[config.mk]
export PLATFORM = sky130hd
export DESIGN_NAME = deq_result
export DESIGN_NICKNAME = d
export VERILOG_FILES = /design/src/sv/deq_pkg.sv /design/src/sv/deq_result.sv
export SDC_FILE = /design/constraint.sdc
export NUM_CORES = 1
export LEC_CHECK = 0
export BUFFER_PORTS_ARGS = -buffer_cell sky130_fd_sc_hd__buf_4
export CORE_MARGIN = 2
export CORE_UTILIZATION = 53
export DETAILED_ROUTE_END_ITERATION = 8
export MAX_ROUTING_LAYER = met4
export PLACE_DENSITY = 0.79
export SLEW_MARGIN = 15
export SYNTH_ARGS = -nofsm -noshare
export SYNTH_HDL_FRONTEND = slang
export SYNTH_SLANG_ARGS = --single-unit
export TNS_END_PERCENT = 50
[constraint.sdc]
create_clock -name clk_i -period 5.3 [get_ports clk_i]
set_input_delay 0 -clock clk_i [delete_from_list [all_inputs] [get_ports clk_i]]
set_output_delay 0 -clock clk_i [all_outputs]
set_load 0.05 [all_outputs]
[src/sv/deq_pkg.sv]
// Types, constants and helper functions of the double-ended queue.
`timescale 1ns / 1ps
package deq_pkg;

  localparam int DEPTH     = 1024;
  localparam int WORD_BITS = 32;

  localparam int OUT_W   = 32;
  localparam int POS_W   = 10;
  localparam int COUNT_W = 11;

  localparam int ADDR_W = (DEPTH > 1) ? $clog2(DEPTH) : 1;
  localparam int CNT_W  = $clog2(DEPTH + 1);
  localparam int CMP_W  = (POS_W > CNT_W) ? POS_W : CNT_W;
  localparam int SUM_W  = CMP_W + 1;

  typedef enum logic [2:0] {
    KIND_PUSH_HEAD = 3'd0,
    KIND_PUSH_TAIL = 3'd1,
    KIND_POP_HEAD  = 3'd2,
    KIND_POP_TAIL  = 3'd3,
    KIND_CLEAR     = 3'd4,
    KIND_READ      = 3'd5
  } kind_e;

  typedef enum logic [1:0] {
    STATUS_OK        = 2'd0,
    STATUS_POP_EMPTY = 2'd1,
    STATUS_PUSH_FULL = 2'd2,
    STATUS_RANGE     = 2'd3
  } status_e;

  typedef struct packed {
    logic                 we;
    logic [ADDR_W-1:0]    waddr;
    logic [WORD_BITS-1:0] wdata;
    logic [ADDR_W-1:0]    raddr_a;
    logic [ADDR_W-1:0]    raddr_b;
  } mem_req_t;

  typedef struct packed {
    logic                 is_read;
    logic                 empty;
    status_e              status;
    logic [CNT_W-1:0]     count;
    logic                 fwd_a;
    logic                 fwd_b;
    logic [WORD_BITS-1:0] wdata;
  } res_ctrl_t;

  // Reduces a sum below twice the depth to a slot number.
  function automatic logic [ADDR_W-1:0] wrap_slot(logic [SUM_W-1:0] sum);
    if (sum >= SUM_W'(DEPTH)) begin
      return ADDR_W'(sum - SUM_W'(DEPTH));
    end
    return ADDR_W'(sum);
  endfunction

endpackage

[src/sv/deq_result.sv]
// Result stage: forwards fresh writes, caches the ends and holds the output register.
`timescale 1ns / 1ps
module deq_result (
  input  logic                          clk_i,
  input  logic                          rst_ni,
  input  logic                          accept_i,
  input  deq_pkg::res_ctrl_t            res_ctrl_i,
  input  logic [deq_pkg::WORD_BITS-1:0] rdata_a_i,
  input  logic [deq_pkg::WORD_BITS-1:0] rdata_b_i,
  input  logic                          out_stall_i,
  output logic                          in_stall_o,
  output logic                          out_valid_o,
  output logic signed [31:0]            front_value_o,
  output logic signed [31:0]            rear_value_o,
  output logic [deq_pkg::COUNT_W-1:0]   count_o,
  output logic signed [31:0]            read_value_o,
  output logic [1:0]                    status_o
);

  deq_pkg::res_ctrl_t            s1_q;
  logic                          s1_valid_q, s1_valid_d;
  logic                          out_valid_q, out_valid_d, s1_adv;
  logic [deq_pkg::WORD_BITS-1:0] word_a, word_b;
  logic [deq_pkg::OUT_W-1:0]     front_c, rear_c, read_c;
  logic [deq_pkg::OUT_W-1:0]     front_cache_q, rear_cache_q;
  logic [deq_pkg::OUT_W-1:0]     front_q, rear_q, read_q;
  logic [deq_pkg::COUNT_W-1:0]   count_q;
  logic [1:0]                    status_q;

  assign s1_adv     = s1_valid_q && (!out_valid_q || !out_stall_i);
  assign in_stall_o = s1_valid_q && !s1_adv;

  assign word_a = s1_q.fwd_a ? s1_q.wdata : rdata_a_i;
  assign word_b = s1_q.fwd_b ? s1_q.wdata : rdata_b_i;

  always_comb begin
    read_c = '0;
    if (s1_q.is_read) begin
      front_c = front_cache_q;
      rear_c  = rear_cache_q;
      if (s1_q.status == deq_pkg::STATUS_OK) begin
        read_c = deq_pkg::OUT_W'(word_a);
      end
    end else if (s1_q.empty) begin
      front_c = '0;
      rear_c  = '0;
    end else begin
      front_c = deq_pkg::OUT_W'(word_a);
      rear_c  = deq_pkg::OUT_W'(word_b);
    end
  end

  always_comb begin
    s1_valid_d = s1_valid_q;
    if (accept_i) begin
      s1_valid_d = 1'b1;
    end else if (s1_adv) begin
      s1_valid_d = 1'b0;
    end
    out_valid_d = out_valid_q && out_stall_i;
    if (s1_adv) begin
      out_valid_d = 1'b1;
    end
  end

  always_ff @(posedge clk_i or negedge rst_ni) begin
    if (!rst_ni) begin
      s1_valid_q    <= 1'b0;
      out_valid_q   <= 1'b0;
      front_cache_q <= '0;
      rear_cache_q  <= '0;
    end else begin
      s1_valid_q  <= s1_valid_d;
      out_valid_q <= out_valid_d;
      if (s1_adv) begin
        front_cache_q <= front_c;
        rear_cache_q  <= rear_c;
      end
    end
  end

  always_ff @(posedge clk_i) begin
    if (accept_i) begin
      s1_q <= res_ctrl_i;
    end
    if (s1_adv) begin
      front_q  <= front_c;
      rear_q   <= rear_c;
      read_q   <= read_c;
      count_q  <= deq_pkg::COUNT_W'(s1_q.count);
      status_q <= s1_q.status;
    end
  end

  assign out_valid_o   = out_valid_q;
  assign front_value_o = front_q;
  assign rear_value_o  = rear_q;
  assign read_value_o  = read_q;
  assign count_o       = count_q;
  assign status_o      = status_q;

endmodule

# == Yosys cells after proc, flatten, opt, wreduce, memory -nomap -nowiden ==
# Cells that the tools add are included.
# op_classes
n_mux,9
reduce_logical,10
# ops
cell,n
$mux W32,6
$logic_and A1 B1 Y1,3
$logic_not A1 Y1,3
$mux W1,3
$logic_not A2 Y1,1
$reduce_and A2 Y1,1
$reduce_bool A2 Y1,1
$logic_or A1 B1 Y1,1
# word_totals
ff_bits,224

# == Longest topological paths before layout ==
# Gate-level depths: netlist of run 1.
# logic_depth
depth_word,5
mapped_depth,5

# == Worst setup path after synthesis of run 1 ==
# No wires, ideal clock.
# synth_path
path_type,flip-flop to flip-flop
from,register out_valid_q (netlist: out_valid_o)
to,register front_cache_q[0] in the netlist's numbering
path_stages_with_launch,6
t_required_ns,5.175
t_arrival_ns,4.780
setup_slack_ns,0.395
period_less_slack_ns,4.905
cell_sequence,dfrtp_1 a21boi_2 nor2b_4 buf_12 buf_12 mux2_4
# synth_between
elab_chain_len,3
# synth_rtl
element,line,rtl
from (decl),deq_result.sv:22,"logic out_valid_q, out_valid_d, s1_adv;"
from (signal assigned),deq_result.sv:74,out_valid_q <= out_valid_d;
$logic_not A1 Y1,deq_result.sv:30,assign s1_adv = s1_valid_q && (!out_valid_q || !out_stall_i);
$logic_or A1 B1 Y1,deq_result.sv:30,
$logic_and A1 B1 Y1,deq_result.sv:30,
via s1_adv,deq_result.sv:22,
to (signal assigned),deq_result.sv:76,front_cache_q <= front_c;
to (decl),deq_result.sv:25,"logic [deq_pkg::OUT_W-1:0] front_cache_q, rear_cache_q;"
# The timed path passes the listed nets, and every way through them passes these cells.
# A chain may end at the register's enable or synchronous reset.

# == Worst setup path after layout of run 1 ==
# layout_path
from,register out_valid_q (netlist: out_valid_o)
to,register front_cache_q[15] in the netlist's numbering
# Same word-level chain as after synthesis.

==> metrics.txt, run 1 <==
maximum clock rate=339 MHz; Initial Utilization=0.544; Net Sw Frac=0.292; die height=137 µm; fin crit period=2.95 ns; sequential fraction of design power=0.472; DRT iter0 DRCs=489; Final Power=4.84 mW; syn avg cell area=15.0 µm²; Comb pwr share=0.231; sequential cell area fraction in the yosys report=0.677; clk_lat worst skew=0.50 ns; Slew Limit Headroom=0.209; setup violators final=0; die area=18,900 µm²; power share of the clock group=0.298; nets=1,076; VDD IR-drop max=0.349 mV; Final Hold Viols=0; Fin Setup TNS=0 ns; Clock Tree Buf Depth=3; Slew @ Worst Pin=1.19 ns; CTS resizes=0; Internal=3.43 mW; Worst setup EP type=register; LEAKAGE=5.61 nW; Overflow after GRT=0; Crit Path Max Fanout=64; via/cell ratio=5.41; Post-Synthesis Cells=629; CTS tree=built; area delta synth->final=37.5%; post-synth top area share=0.502; FP Rows=48; Mapped Nets=746; gr usage total=0.260; area occupied by multi-input gates=2730 µm²; root buf cell=clkbuf_16; Wirelength per Cell=20.1 µm; switching power=1.41 mW; largest net degree at the start of global routing=73; pre-CTS WS=2.42 ns; Boundary Pins=228; Cell Area, Synth=9450 µm²; layout cell share with drive strength beyond 1=0.341; WS Path Type=register to register; DRT Pass-1 Iters=4; hold_ws=0.0413 ns; clk slew on worst S/H paths=0.06 ns; Die Wd=137 µm; ANT nets after route=0; post-synthesis register bit count=224; core region area=17,400 µm²; Worst Hold Class=input port to register; Unique masters post-synth=19; initial antenna violation count=1; post-route cell area=13,000 µm²; CTS Sinks=224; CP most frequent cell=buf_4; Critical Path, Cell by Cell=a21boi_4 > buf_4 > nor2b_4 > buf_4 > mux2_2; dominant cells by area after synthesis=edfxtp_1, dfrtp_1, mux2_4; CP peak stage delay=0.90 ns; MaxCap Viol Count=0; first-pass GRT wire length=36.1 mm; status=complete, no violations; Final Worst Setup Slack=2.35 ns; Util after Layout=0.748; GP Congestion=0.801; Pins Over Slew Limit=0; I/O Buffers=227; Final period util=0.557; CP Launch Type=register; synth warn=0; RSZ-0062 raised after global routing=false; Worst EP arrival=3.34 ns; dpl cells=1,045; H-tree Lvls=1; via count=6,504; Yosys top cell by area=edfxtp_1; slowest CP cell=buf_4; Post-DP HPWL=13.5 mm; critical path data required time=5.69 ns; DP Area=11,200 µm²; residual DRC count=0; CTS buffer count=23; PD cells=373 nW/µm²; WL final=24.1 mm; skew final=0.0228 ns; Fillers=1,025; vias in the first global route=6,794; post-CTS setup buffer count=0; final cell count without fillers=1,202; storage element area=6400 µm²
[critical path: cells and delay by family (launching register included)]
| kind | cells | cell delay (ns) |
|---|---|---|
| mux | 1 | 0.43 |
| simple gates | 1 | 0.26 |
| flops | 1 | 0.44 |
| buf+inv | 2 | 1.45 |
| compound gates | 1 | 0.17 |
[state kept, by name, summed over array words and instances, names as in the netlist]
signal         cells
rear_value_o      32
read_value_o      32
s1_q              49
s1_valid_q         1
front_value_o     32
status_o           2
out_valid_o        1
rear_cache_q      32
count_o           11
front_cache_q     32
[Yosys cell counts]
cell type,n
buf_4,3
nand2_1,65
or2_2,1
buf_1,6
a21o_2,1
o31ai_1,64
a21boi_2,1
edfxtp_1,158
nor2b_4,1
dfrtp_1,66
buf_2,5
nor2_1,97
buf_12,7
and3_2,1
mux2_4,60
mux2_2,4
clkbuf_1,22
mux2i_1,64
buf_6,3
[cell families (layout without fill, tap and decap cells)]
| kind of cell | count (synthesis) | in the layout | synth area share |
|---|---|---|---|
| AND/OR/NAND/NOR | 165 | 165 | 0.0673 |
| multiplexers | 128 | 128 | 0.168 |
| flip-flops | 224 | 224 | 0.677 |
| other | 0 | 1 | 0 |
| buffers and inverters | 46 | 393 | 0.0346 |
| AO/OA/AOI/OAI | 66 | 66 | 0.0530 |
[layer usage]
metal | up-vias | global-route usage | part of all wire
met5 | - | - | 0
met4 | 0 | 0.0687 | 0.023
met3 | 46 | 0.0552 | 0.066
met2 | 273 | 0.436 | 0.51
met1 | 3238 | 0.322 | 0.40
li1 | 2947 | - | -
[final timing paths]
path                         startpoint                 to  slack, ns  cells past startpoint
max in group asynchronous        rst_ni    rear_cache_q[0]       4.56                      2
min in group asynchronous        rst_ni   rear_cache_q[15]       0.14                      2
min                        rdata_b_i[9]    rear_cache_q[9]       0.04                      4
max reg2reg                 out_valid_o  front_cache_q[15]       2.35                      5
max                         out_valid_o  front_cache_q[15]       2.35                      5
min reg2reg                    s1_q[35]         count_o[1]       0.42                      0
[cell usage in the layout, fill, tap and decap left out, types with 3 or more instances in the layout]
cell / netlist / final
buf_4: 3 / 237
mux2_4: 60 / 60
nand2_1: 65 / 65
o31ai_1: 64 / 64
clkbuf_1: 22 / 11
dlygate4sd3_1: 0 / 114
edfxtp_1: 158 / 158
clkinv_2: 0 / 3
mux2i_1: 64 / 64
dfrtp_1: 66 / 66
nor2_1: 97 / 97
mux2_2: 4 / 4
clkbuf_16: 0 / 23
clkinv_1: 0 / 4
[timing repair]
item / 4_1_cts / 5_1_grt
endpoints found under the hold margin: 246 / 0
hold buffers: 114 / 0
setup endpoints to repair: 0 / 0
[power by group through the flow]
stage	Sequential, mW	Combinational [mW]	Clock [mW]
6_report	2.28	1.12	1.44
2_1_floorplan	2.59	0.437	0
3_5_place_dp	2.30	1.04	0
5_1_grt	2.30	1.18	1.54
4_1_cts	2.28	1.10	1.46
3_3_place_gp	2.30	1.00	0
[cell type report]
| type | count | share of cell area |
|---|---|---|
| repair buffers | 351 | 0.225 |
| flip-flops and latches | 224 | 0.493 |
| diodes | 1 | 0.000193 |
| multi-input cells | 359 | 0.210 |
| well taps | 225 | 0.0217 |
| clock inverters | 8 | 0.00299 |
| clock buffers | 34 | 0.0475 |
Power figures use the tool's default switching activity.
==> run 2: changes to the inputs <==
--- a/config.mk
+++ b/config.mk
@@ -7,10 +7,10 @@
 export LEC_CHECK = 0
 export BUFFER_PORTS_ARGS = -buffer_cell sky130_fd_sc_hd__buf_4
 export CORE_MARGIN = 2
-export CORE_UTILIZATION = 53
+export CORE_UTILIZATION = 48
 export DETAILED_ROUTE_END_ITERATION = 8
 export MAX_ROUTING_LAYER = met4
-export PLACE_DENSITY = 0.79
+export PLACE_DENSITY = 0.76
 export SLEW_MARGIN = 15
 export SYNTH_ARGS = -nofsm -noshare
 export SYNTH_HDL_FRONTEND = slang
==> constraint.sdc (replaced) <==
create_clock -name clk_i -period 2.6 [get_ports clk_i]
set_input_delay 0 -clock clk_i [delete_from_list [all_inputs] [get_ports clk_i]]
set_output_delay 0 -clock clk_i [all_outputs]
set_load 0.05 [all_outputs]
==> run 2 against run 1 <==
  * Non-clock buffer count grew 1
  * Sequential share of layout area shrank 0.85 points
  * Clock power up 130%
  * Clock-buffer cell count down 2
  * Setup slack worse by 1.5 ns
  * First-iteration DRC count fell by 26%
  * Wire length fell by 5.4%
  * Sequential power increased by 100%
  * Hold slack improved by 0.041 ns
  * Critical endpoint is now rear_cache_q[29]
==> metrics.txt, run 2 (synthesized netlist as in run 1, its figures left out) <==
status=complete, no violations; max reg flops=49; Initial Utilization=0.487; clk_lat worst skew=0.51 ns; VDD IR-drop max=0.602 mV; core region area=19,400 µm²; die height=144 µm; RSZ-0062 raised after global routing=false; via/cell ratio=5.16; storage element area=6400 µm²; Boundary Pins=228; PD cells=773 nW/µm²; Worst Hold Class=input port to register; WS Path Type=register to register; Post-DP HPWL=12.9 mm; CP Launch Type=register; nets=1,077; final cell count without fillers=1,242; CTS buffer count=23; Die Wd=144 µm; residual DRC count=0; via count=6,406; critical path data required time=3.00 ns; hold path depth=1; Worst setup EP type=register; Slew Limit Headroom=0.407; commonest non-fill, non-tap cell in the layout=buf_4; CTS Sinks=224; layout cell share with drive strength beyond 1=0.355; area occupied by multi-input gates=2730 µm²; DRT Pass-1 Iters=4; skew final=0.0202 ns; H-tree Lvls=1; die area=20,800 µm²; Final period util=0.667; setup violators final=0; commonest non-fill, non-tap cells in the layout=buf_4, edfxtp_1, dlygate4sd3_1, nor2_1; Worst EP arrival=2.14 ns; fin crit period=1.73 ns; pre-CTS WS=0.926 ns; CTS resizes=0; Wirelength per Cell=18.4 µm; initial antenna violation count=0; Pins Over Slew Limit=0; Final Worst Setup Slack=0.865 ns; FP Rows=51; CTS tree=built; Reg2Reg Depth=4; gr usage total=0.222; Ant. Diodes=0; Slew @ Worst Pin=0.890 ns; first-pass GRT wire length=34.6 mm; Clock Tree Buf Depth=3; dpl cells=1,085; Final Hold Viols=0; MaxCap Viol Count=0; largest net degree at the start of global routing=129; LEAKAGE=5.69 nW; DRT iter0 DRCs=361; Overflow after GRT=0; maximum clock rate=577 MHz; clk slew on worst S/H paths=0.07 ns; Util after Layout=0.681; ANT nets after route=0; Hold Buf Count CTS=115; I/O Buffers=227; Fillers=1,315; post-CTS setup buffer count=0; GP Congestion=0.760; WL final=22.8 mm; vias in the first global route=6,606; Top reg by flops=s1_q; area delta synth->final=39.9%; root buf cell=clkbuf_16; Crit Path Max Fanout=32
## run 2: cell count changes in the layout (fill, tap and decap cells not counted), moves of 2 or more
cell        before  now
clkbuf_1        11    1
clkbuf_8         0    6
buf_12           0    4
buf_4          237  233
clkinv_1         4    1
clkbuf_16       23   25
clkinvlp_4       0    2
## run 2: layer usage
metal / global-route usage / vias up / routed length (µm)
met4: 0.0705 / 0 / 577
li1: - / 2955 / -
met2: 0.363 / 234 / 11600
met1: 0.289 / 3169 / 9490
met3: 0.0331 / 48 / 1180
met5: - / - / 0
## run 2: stage by stage
stage | power (mW) | TNS [ns] | instance area [µm²] | hold WS [ns]
after floorplan | 6.16 | -99.21 | 9450 | -0.296
after global placement | 6.74 | 0 | 11300 | 0.178
after detailed placement | 6.80 | 0 | 11300 | 0.179
after CTS | 10.3 | 0 | 13200 | 0.0783
after global routing | 10.6 | 0 | 13200 | 0.110
final | 10.2 | 0 | 13200 | 0.0826
## run 2: path summary, 6_finish.rpt
kind	startpoint	end	slack [ns]
hold / removal	accept_i	s1_q[28]	0.08
setup reg to reg	s1_q[32]	rear_cache_q[29]	0.87
hold reg to reg	s1_q[40]	count_o[6]	0.42
min in group asynchronous	rst_ni	rear_cache_q[14]	0.17
setup / recovery	s1_q[32]	rear_cache_q[29]	0.87
max in group asynchronous	rst_ni	out_valid_o	1.83
## run 2: layout make-up
cell class,instances,area share
multi-input combinational,359,0.207
sequential,224,0.484
timing repair buffer,352,0.226
clock inverter,10,0.00492
tap,265,0.0251
clock buffer,32,0.0539
## run 2: report_power, final
part	internal (mW)	switching (mW)	total, mW
sequential	4.39	0.235	4.63
combinational	0.955	1.31	2.26
clock	1.93	1.40	3.32
total	7.27	2.94	10.2
## run 2: critical path, stage by stage (launching register included)
cell	delay, ns
edfxtp_1	0.34
buf_4	0.53
mux2i_1	0.37
nor2_1	0.07
mux2_4	0.27
