[src/sv/deq_pkg.sv]
// Types, constants and helper functions of the double-ended queue.
`timescale 1ns / 1ps
package deq_pkg;

  localparam int DEPTH     = 1024;
  localparam int WORD_BITS = 32;

  localparam int OUT_W   = 32;
  localparam int POS_W   = 10;
  localparam int COUNT_W = 11;

  localparam int ADDR_W = (DEPTH > 1) ? $clog2(DEPTH) : 1;
  localparam int CNT_W  = $clog2(DEPTH + 1);
  localparam int CMP_W  = (POS_W > CNT_W) ? POS_W : CNT_W;
  localparam int SUM_W  = CMP_W + 1;

  typedef enum logic [2:0] {
    KIND_PUSH_HEAD = 3'd0,
    KIND_PUSH_TAIL = 3'd1,
    KIND_POP_HEAD  = 3'd2,
    KIND_POP_TAIL  = 3'd3,
    KIND_CLEAR     = 3'd4,
    KIND_READ      = 3'd5
  } kind_e;

  typedef enum logic [1:0] {
    STATUS_OK        = 2'd0,
    STATUS_POP_EMPTY = 2'd1,
    STATUS_PUSH_FULL = 2'd2,
    STATUS_RANGE     = 2'd3
  } status_e;

  typedef struct packed {
    logic                 we;
    logic [ADDR_W-1:0]    waddr;
    logic [WORD_BITS-1:0] wdata;
    logic [ADDR_W-1:0]    raddr_a;
    logic [ADDR_W-1:0]    raddr_b;
  } mem_req_t;

  typedef struct packed {
    logic                 is_read;
    logic                 empty;
    status_e              status;
    logic [CNT_W-1:0]     count;
    logic                 fwd_a;
    logic                 fwd_b;
    logic [WORD_BITS-1:0] wdata;
  } res_ctrl_t;

  // Reduces a sum below twice the depth to a slot number.
  function automatic logic [ADDR_W-1:0] wrap_slot(logic [SUM_W-1:0] sum);
    if (sum >= SUM_W'(DEPTH)) begin
      return ADDR_W'(sum - SUM_W'(DEPTH));
    end
    return ADDR_W'(sum);
  endfunction

endpackage

[src/sv/deq_ctrl.sv]
// Head and count registers, operation decode and memory addressing.
`timescale 1ns / 1ps
module deq_ctrl (
  input  logic                      clk_i,
  input  logic                      rst_ni,
  input  logic                      accept_i,
  input  logic [2:0]                kind_i,
  input  logic signed [31:0]        value_i,
  input  logic [deq_pkg::POS_W-1:0] position_i,
  output deq_pkg::mem_req_t         mem_req_o,
  output deq_pkg::res_ctrl_t        res_ctrl_o
);

  logic [deq_pkg::ADDR_W-1:0]    head_q, head_d;
  logic [deq_pkg::CNT_W-1:0]     count_q, count_d;
  logic [deq_pkg::ADDR_W-1:0]    head_dec, head_inc, tail_ins, read_slot, tail_slot;
  logic [deq_pkg::ADDR_W-1:0]    waddr;
  logic [deq_pkg::WORD_BITS-1:0] word;
  logic                          full, empty, we, pos_bad;
  deq_pkg::status_e              status;

  assign word  = deq_pkg::WORD_BITS'(value_i);
  assign full  = (count_q == deq_pkg::CNT_W'(deq_pkg::DEPTH));
  assign empty = (count_q == '0);

  assign head_dec  = (head_q == '0) ? deq_pkg::ADDR_W'(deq_pkg::DEPTH - 1)
                                    : head_q - deq_pkg::ADDR_W'(1);
  assign head_inc  = deq_pkg::wrap_slot(deq_pkg::SUM_W'(head_q) + deq_pkg::SUM_W'(1));
  assign tail_ins  = deq_pkg::wrap_slot(deq_pkg::SUM_W'(head_q) + deq_pkg::SUM_W'(count_q));
  assign read_slot = deq_pkg::wrap_slot(deq_pkg::SUM_W'(head_q) + deq_pkg::SUM_W'(position_i));
  assign pos_bad   = (deq_pkg::CMP_W'(position_i) >= deq_pkg::CMP_W'(count_q));

  always_comb begin
    head_d  = head_q;
    count_d = count_q;
    we      = 1'b0;
    status  = deq_pkg::STATUS_OK;
    waddr   = tail_ins;
    case (deq_pkg::kind_e'(kind_i))
      deq_pkg::KIND_PUSH_HEAD: begin
        if (full) begin
          status = deq_pkg::STATUS_PUSH_FULL;
        end else begin
          head_d  = head_dec;
          count_d = count_q + deq_pkg::CNT_W'(1);
          we      = 1'b1;
          waddr   = head_dec;
        end
      end
      deq_pkg::KIND_PUSH_TAIL: begin
        if (full) begin
          status = deq_pkg::STATUS_PUSH_FULL;
        end else begin
          count_d = count_q + deq_pkg::CNT_W'(1);
          we      = 1'b1;
        end
      end
      deq_pkg::KIND_POP_HEAD: begin
        if (empty) begin
          status = deq_pkg::STATUS_POP_EMPTY;
        end else begin
          head_d  = head_inc;
          count_d = count_q - deq_pkg::CNT_W'(1);
        end
      end
      deq_pkg::KIND_POP_TAIL: begin
        if (empty) begin
          status = deq_pkg::STATUS_POP_EMPTY;
        end else begin
          count_d = count_q - deq_pkg::CNT_W'(1);
        end
      end
      deq_pkg::KIND_CLEAR: begin
        head_d  = '0;
        count_d = '0;
      end
      deq_pkg::KIND_READ: begin
        if (pos_bad) begin
          status = deq_pkg::STATUS_RANGE;
        end
      end
      default: begin
      end
    endcase
    if (!accept_i) begin
      head_d  = head_q;
      count_d = count_q;
      we      = 1'b0;
    end
  end

  // The tail slot only matters when the queue is not empty afterward.
  assign tail_slot = deq_pkg::wrap_slot(deq_pkg::SUM_W'(head_d)
                                        + deq_pkg::SUM_W'(count_d - deq_pkg::CNT_W'(1)));

  assign mem_req_o.we      = we;
  assign mem_req_o.waddr   = waddr;
  assign mem_req_o.wdata   = word;
  assign mem_req_o.raddr_a = (kind_i == deq_pkg::KIND_READ) ? read_slot : head_d;
  assign mem_req_o.raddr_b = tail_slot;

  assign res_ctrl_o.is_read = (kind_i == deq_pkg::KIND_READ);
  assign res_ctrl_o.empty   = (count_d == '0);
  assign res_ctrl_o.status  = status;
  assign res_ctrl_o.count   = count_d;
  assign res_ctrl_o.fwd_a   = we && (mem_req_o.raddr_a == waddr);
  assign res_ctrl_o.fwd_b   = we && (tail_slot == waddr);
  assign res_ctrl_o.wdata   = word;

  always_ff @(posedge clk_i or negedge rst_ni) begin
    if (!rst_ni) begin
      head_q  <= '0;
      count_q <= '0;
    end else begin
      head_q  <= head_d;
      count_q <= count_d;
    end
  end

endmodule

[config.mk]
export PLATFORM = sky130hd
export DESIGN_NAME = deq_ctrl
export DESIGN_NICKNAME = d
export VERILOG_FILES = /design/src/sv/deq_pkg.sv /design/src/sv/deq_ctrl.sv
export SDC_FILE = /design/constraint.sdc
export NUM_CORES = 1
export LEC_CHECK = 0
export ABC_CLOCK_PERIOD_IN_PS = 9050
export BUFFER_PORTS_ARGS = -buffer_cell sky130_fd_sc_hd__buf_2
export CORE_AREA = 2 2 123 125
export DETAILED_ROUTE_END_ITERATION = 10
export DIE_AREA = 0 0 125 127
export PLACE_DENSITY = 0.6
export SLEW_MARGIN = 20
export SYNTH_ARGS = -nofsm -noshare
export SYNTH_HDL_FRONTEND = slang
export SYNTH_SLANG_ARGS = --single-unit
[constraint.sdc]
create_clock -name clk_i -period 9.05 [get_ports clk_i]
set_clock_uncertainty 0.15 [all_clocks]
set_input_delay 0 -clock clk_i [delete_from_list [all_inputs] [get_ports clk_i]]
set_output_delay 0 -clock clk_i [all_outputs]
set_load 0.05 [all_outputs]
[After elaboration in Yosys (flattened, before gate mapping)]
Index checks and enable logic that the tools add are counted.
W data, S select, Z words.
Word-level totals
  bits of input ports: 48
  bits in registers: 21
Cells by class
  equal/unequal tests: 8
  multiplexer cells: 31
  reductions and logical operators: 8
  add/subtract/negate cells: 12
  $lt $le $gt $ge: 5
Operators by type and width (number)
  $mux W10: 15
  $sub A10 B1 Y10 const B: 5
  $mux W11: 3
  $pmux W11 S3: 1
  $pmux W10 S3: 1
  $ge A12 B11 Y1 const B: 2
  $ge A11 B11 Y1 const B: 2
  $logic_not A11 Y1: 2
  $eq A10 B10 Y1: 2
  $add A10 B11 Y12: 1
  $add A10 B12 Y12: 1
  $sub A11 B1 Y12 const B: 1
  $add A10 B1 Y11 const B: 1
  $add A10 B10 Y11: 1
  $add A11 B1 Y11 const B: 1
  $eq A11 B11 Y1 const B: 1
  $ge A10 B11 Y1: 1
  $sub A11 B1 Y11 const B: 1
  $logic_not A10 Y1: 1
  $mux W1: 8
  $eq A3 B2 Y1 const B: 2
  $eq A3 B3 Y1 const B: 2
  $pmux W2 S3: 1
  $mux W2: 2
  4 further kinds: 6

[Logic depth before layout (Yosys ltp)]
Gate-level depths: netlist (run 1).
  word-level depth: 13
  depth in mapped cells: 23
  mapped depth without buffers: 22

[Worst setup path after synthesis (run 1)]
No wires, ideal clock.
  path type: register -> output
  from: register count_q[1] (netlist name)
  to: output port res_ctrl_o[32] (netlist name)
  arrival: 7.154 ns
  required time: 8.900 ns
  buffers on the path: 2
  cell stages (with the launch flop): 21
  path slack: 1.746 ns
  cell sequence: dfrtp_1 -> inv_1 -> ha_1 -> or3b_2 -> buf_2 -> or3_1 -> clkbuf_1 -> a32oi_1 -> o31ai_1 -> or2_2 -> nand2_1 -> ha_1 -> a21o_1 -> a21oi_1 -> nand2b_1 -> a21boi_0 -> or4_1 -> o311a_1 -> xor2_1 -> xnor2_1 -> nor4_1
RTL lines
  from (decl): line deq_ctrl.sv:15  | logic [deq_pkg::CNT_W-1:0] count_q, count_d;
  from (signal assigned): line deq_ctrl.sv:116  | count_q <= count_d;
  to (decl): line deq_ctrl.sv:11  | output deq_pkg::res_ctrl_t res_ctrl_o

==> results of run 1 <==
## state kept, by name (all words and copies together) (netlist names)
name and cells:
head_q 10, count_q 11
## metal layers
layer	wire length, µm	share of wire
met1	6370	0.46
met2	6390	0.46
met3	937	0.067
met4	268	0.019
met5	0	0
## stage by stage
stage | cell area [µm²] | cells | hold slack [ps] | utilization
floorplan | 4410 | 594 | -446 | -
global placement | 4380 | 754 | -170 | 0.303
detailed placement | 4380 | 754 | -166 | 0.303
CTS | 4790 | 791 | 105 | 0.332
global route | 4790 | 791 | 136 | 0.332
finish | 4790 | 791 | 85.5 | 0.332
## cell type report
type | count | share of cell area
inverter | 47 | 0.0368
sequential | 21 | 0.110
tap | 184 | 0.0481
multi-input combinational | 437 | 0.650
clock buffer | 3 | 0.0157
timing repair buffer | 98 | 0.138
clock inverter | 1 | 0.00157
## cells in the mapped netlist (3+ instances only)
cell	count	area share
a211o_1	7	0.014
a211oi_1	5	0.0085
a21boi_0	5	0.0085
a21o_1	6	0.010
a21oi_1	27	0.031
a31o_2	3	0.0060
a31oi_1	7	0.0099
a32oi_1	3	0.0060
and2_1	3	0.0043
and3_1	8	0.011
buf_2	3	0.0034
buf_4	66	0.11
clkbuf_1	19	0.016
dfrtp_1	21	0.12
fa_1	3	0.014
ha_1	44	0.12
inv_1	47	0.040
mux2i_1	5	0.011
nand2_1	25	0.021
nand2b_1	8	0.011
nand3_1	21	0.024
nand4_1	4	0.0057
nand4b_1	3	0.0060
nor2_1	37	0.032
nor2b_1	11	0.016
nor3_1	24	0.027
nor3b_1	3	0.0051
nor4_1	9	0.013
o211ai_1	6	0.010
o21a_1	6	0.010
o21ai_0	38	0.043
o221ai_1	3	0.0060
o31a_1	4	0.0079
o31ai_1	6	0.010
or2_2	9	0.013
or3_1	8	0.011
or4_1	5	0.0085
xnor2_1	38	0.076
xor2_1	16	0.032
## logic make-up (layout without fill, tap and decap cells)
group           Yosys count  after routing  synth area share
simple gates            186            186             0.227
compound gates          143            143             0.217
buf+inv                 136            149             0.175
xor+xnor                 54             54             0.107
fa+ha+maj                47             47             0.139
flops                    21             21             0.119
mux                       7              7            0.0165
## path summary, 6_finish.rpt
path / from / depth (start not counted) / end / slack (ps)
setup / recovery: count_q[1] / 20 / res_ctrl_o[32] / 3180
hold / removal: rst_ni / 2 / head_q[9] / 90
setup reg to reg: count_q[1] / 8 / head_q[7] / 5600
hold reg to reg: count_q[8] / 2 / count_q[8] / 650
max in group asynchronous: rst_ni / 2 / head_q[3] / 8340
min in group clk_i: kind_i[0] / 4 / head_q[0] / 150
## timing repair
item,CTS,global route
endpoints found under the hold margin,85,0
endpoints found under the setup margin,0,0
hold buffers,33,0
## cell usage in the layout, fill, tap and decap left out, types with 4 or more instances in the layout
master,count
nor3_1,24
o211ai_1,6
a21oi_1,27
inv_1,47
nor4_1,9
o31ai_1,6
o21a_1,6
nand3_1,21
nand2_1,25
buf_2,63
o21ai_0,38
or3_1,8
nand4_1,4
mux2i_1,5
dlygate4sd3_1,33
xnor2_1,38
a31oi_1,7
a21boi_0,5
nand2b_1,8
dfrtp_1,21
a211oi_1,5
and3_1,8
a21o_1,6
or4_1,5
or2_2,9
ha_1,44
a211o_1,7
nor2b_1,11
o31a_1,4
xor2_1,16
nor2_1,37
==> results.tsv, run 1 <==
metric	value	unit
antenna_found_initial	0	
initial_core_util	0.306	
seq_area	526	µm²
critPathLaunchType	flip-flop	
coreArea	14400	µm²
setup_viol	0	
grt_pass1_wl	22.0	mm
dr.pass1.iters	7	
std_cell_rows	44	
max_freq	170	MHz
grtUsageMet1	0.244	
arrival	5720	ps
gp_congestion	0.933	
worst_pin_slew	979	ps
fillers	1574	
met3_usage	0.0134	
worst_setup_path_end_kind	output pin	
max-slew-margin-rel	0.345	
drive_gt1_frac	0.148	
numClockSinks	21	
cts_tree	yes	
via_per_inst	5.42	
multi_input_area	3110	µm²
grt_pass1_vias	4002	
post_synth_num_cell_types	59	
critical_path_class	flip-flop to output pin	
hp-class	input pin to async pin	
finalCritPeriodShare	0.649	
cts-root-buf	clkbuf_16	
netlist_instances	594	
dieHeight	127	µm
slowest_stage	nor3_1	
cts.htree.levels	1	
drt_iter0_markers	316	
clock_latency	250	ps
die_x	125	µm
crit_buf_inv	2	
dr_total_vias	4288	
cts_made_buffers	3	
synth-seq-area-share	0.119	
busiest_layer	met2	
cp_max_fo	9	
ctsResizeCount	0	
totalWireLength	14.0	mm
fp.dieArea	15900	µm²
period_needed	5870	ps
crit_chain	inv_1 > ha_1 > or3b_2 > nor3_1 > nor3_1 > o31a_1 > o21ai_0 > or2_2 > nand2_1 > ha_1 > a21o_1 > a21oi_1 > nand2b_1 > a21boi_0 > or4_1 > o311a_1 > xor2_1 > xnor2_1 > nor4_1 > buf_2	
clockBufferDepth	2	
wl_per_cell	17.6	µm
grt_max_degree	22	
critPathTopFamily	simple AND/OR/NAND/NOR gates	
crit_required	8900	ps
diodes	0	
worst_slack	3180	ps
synth_nets	689	
synth_flop_cell	dfrtp_1	
io_pins	160	
final_nets	703	
track_usage	0.170	
hpwl	11.3	mm
synth_area	4410	µm²
drc	0	
postSynthAreaPerCell	7.42	µm²
synth-async-reset-ratio	1.00	
use_met2	0.279	
postRouteAntennaNets	0	
finalSetupTns	0	ps
io_buffers	63	
status	finished clean	
area_growth	8.63	%
post_cts_buffers	0	
path_clk_slew	60	ps
slew_violations	0	
gr-total-overflow	0	
max_stage_delay	660	ps
pre_cts_ws	3470	ps
synth_seq_cells	21	
rsz0062_at_grt	false	
cap_violations	0	
synth_edf_count	0	
yosys_warnings	0	
final-hold-violation-count	0	
Power of run 1 is left out: the tool's default activity adds up to more than one toggle a clock period on the data nets, which glitch-free logic cannot reach.
==> run 2: changes to the inputs <==
ABC_CLOCK_PERIOD_IN_PS = 5700   (was 9050)
clock period = 5.7 ns   (was 9.05 ns; I/O delays follow)
==> results.tsv, run 2 (synthesis gave the netlist of run 1 again) <==
metric	value	unit	change
status	finished clean		
wl_per_cell	17.9	µm	+1.5%
clockBufferDepth	2		unchanged
final-hold-violation-count	0		unchanged
worst_pin_slew	984	ps	+4.23 ps
die_x	125	µm	unchanged
drt_iter0_markers	427		+35%
coreArea	14400	µm²	unchanged
cp_max_fo	9		unchanged
fp.dieArea	15900	µm²	unchanged
max-slew-margin-rel	0.342		-0.00283
finalSetupTns	0	ps	unchanged
grt_pass1_vias	4016		+0.35%
area_growth	13.3	%	
io_pins	160		unchanged
numClockSinks	21		unchanged
most-common-layout-cells	62 x buf_2, 47 x inv_1, 43 x ha_1, 37 x nor2_1		
slowest_stage	or4_4		
gr-total-overflow	0		unchanged
crit_chain	inv_1 > ha_2 > or3b_4 > or4_4 > and3_1 > a311oi_1 > o22a_1 > inv_1 > xnor2_1 > ha_1 > inv_1 > fa_1 > nor2b_1 > o21ai_0 > a21boi_1 > o21ai_0 > a21oi_1 > xnor2_1 > xnor2_2 > xor2_1 > nor4_4 > buf_6		
totalWireLength	14.5	mm	+3.6%
io_buffers	63		unchanged
cts_made_buffers	3		unchanged
antenna_found_initial	0		unchanged
worst_slack	326	ps	-2850 ps
max_freq	186	MHz	
initial_core_util	0.306		unchanged
diodes	0		unchanged
largest_reg_flops	11		unchanged
period_needed	5370	ps	
hpwl	11.6	mm	+3.0%
dr_total_vias	4359		+1.7%
max_stage_delay	490	ps	-170 ps
dr.pass1.iters	5		-2
fin_area	4990	µm²	+4.3%
cap_violations	0		unchanged
cts-root-buf	clkbuf_16		
drc	0		unchanged
via_per_inst	5.40		-0.36%
cpMostUsedCell	inv_1		
reg_top3	count_q (11), head_q (10)		
largest_register	count_q		
placed_cell_area	4530	µm²	+3.4%
hp-class	input pin to async pin		
finalCritPeriodShare	0.943		
final_nets	719		+2.3%
path_clk_slew	60	ps	about the same
pre_cts_ws	207	ps	-3270 ps
crit_buf_inv	4		+2
grt_max_degree	22		unchanged
dieHeight	127	µm	unchanged
slew_violations	0		unchanged
critical_path_class	flip-flop to output pin		
cts.htree.levels	1		unchanged
arrival	5220	ps	-500 ps
crit_required	5550	ps	-3350 ps
critPathTopFamily	simple AND/OR/NAND/NOR gates		
final_common_cell	buf_2		
rsz0062_at_grt	false		
setup_viol	0		unchanged
std_cell_rows	44		unchanged
clock_latency	260	ps	about the same
gp_congestion	0.941		+0.93%
critPathLaunchType	flip-flop		
postRouteAntennaNets	0		unchanged
worst_setup_path_end_kind	output pin		
cts_tree	yes		
drive_gt1_frac	0.194		+0.0460
track_usage	0.178		+0.00782
grt_pass1_wl	22.7	mm	+3.2%
run 2: timing repair:
action / 4_1_cts / 5_1_grt
hold buffers: 33 / 0
setup buffers: 0 / 4
endpoints found under the setup margin: 1 / 1
pin swaps: 0 / 3
gates resized for setup: 2 / 8
endpoints found under the hold margin: 85 / 0
run 2: final timing paths:
path | from | to | slack (ps) | depth (start not counted)
setup / recovery | count_q[1] | res_ctrl_o[32] | 330 | 22
hold / removal | rst_ni | head_q[1] | 90 | 2
setup reg to reg | count_q[1] | count_q[7] | 2560 | 11
hold reg to reg | count_q[0] | count_q[0] | 550 | 2
max in group asynchronous | rst_ni | count_q[1] | 4950 | 2
min in group clk_i | accept_i | count_q[5] | 160 | 3
run 2: layer usage:
metal / global-route usage / wire (µm) / vias to the layer above
li1: - / - / 2120
met1: 0.250 / 6610 / 1991
met2: 0.296 / 6590 / 220
met3: 0.0142 / 941 / 28
met4: 0.0497 / 318 / 0
met5: 0 / 0 / -
run 2: area by class of cell:
class                           instances  area, µm²
Inverter                               47        176
Clock buffer                            3       75.1
Timing Repair Buffer                  114        787
Fill cell                            1536       9430
Multi-Input combinational cell        437       3190
Sequential cell                        21        527
Tap cell                              184        230
Clock inverter                          1       5.00
run 2: stage by stage:
step	util	hold slack, ps	instances
2_1_floorplan	-	-446	594
3_3_place_gp	0.314	-157	766
3_5_place_dp	0.314	-158	766
4_1_cts	0.343	96.1	803
5_1_grt	0.346	152	807
6_report	0.346	86.1	807
Power of run 2 is left out for the same reason.
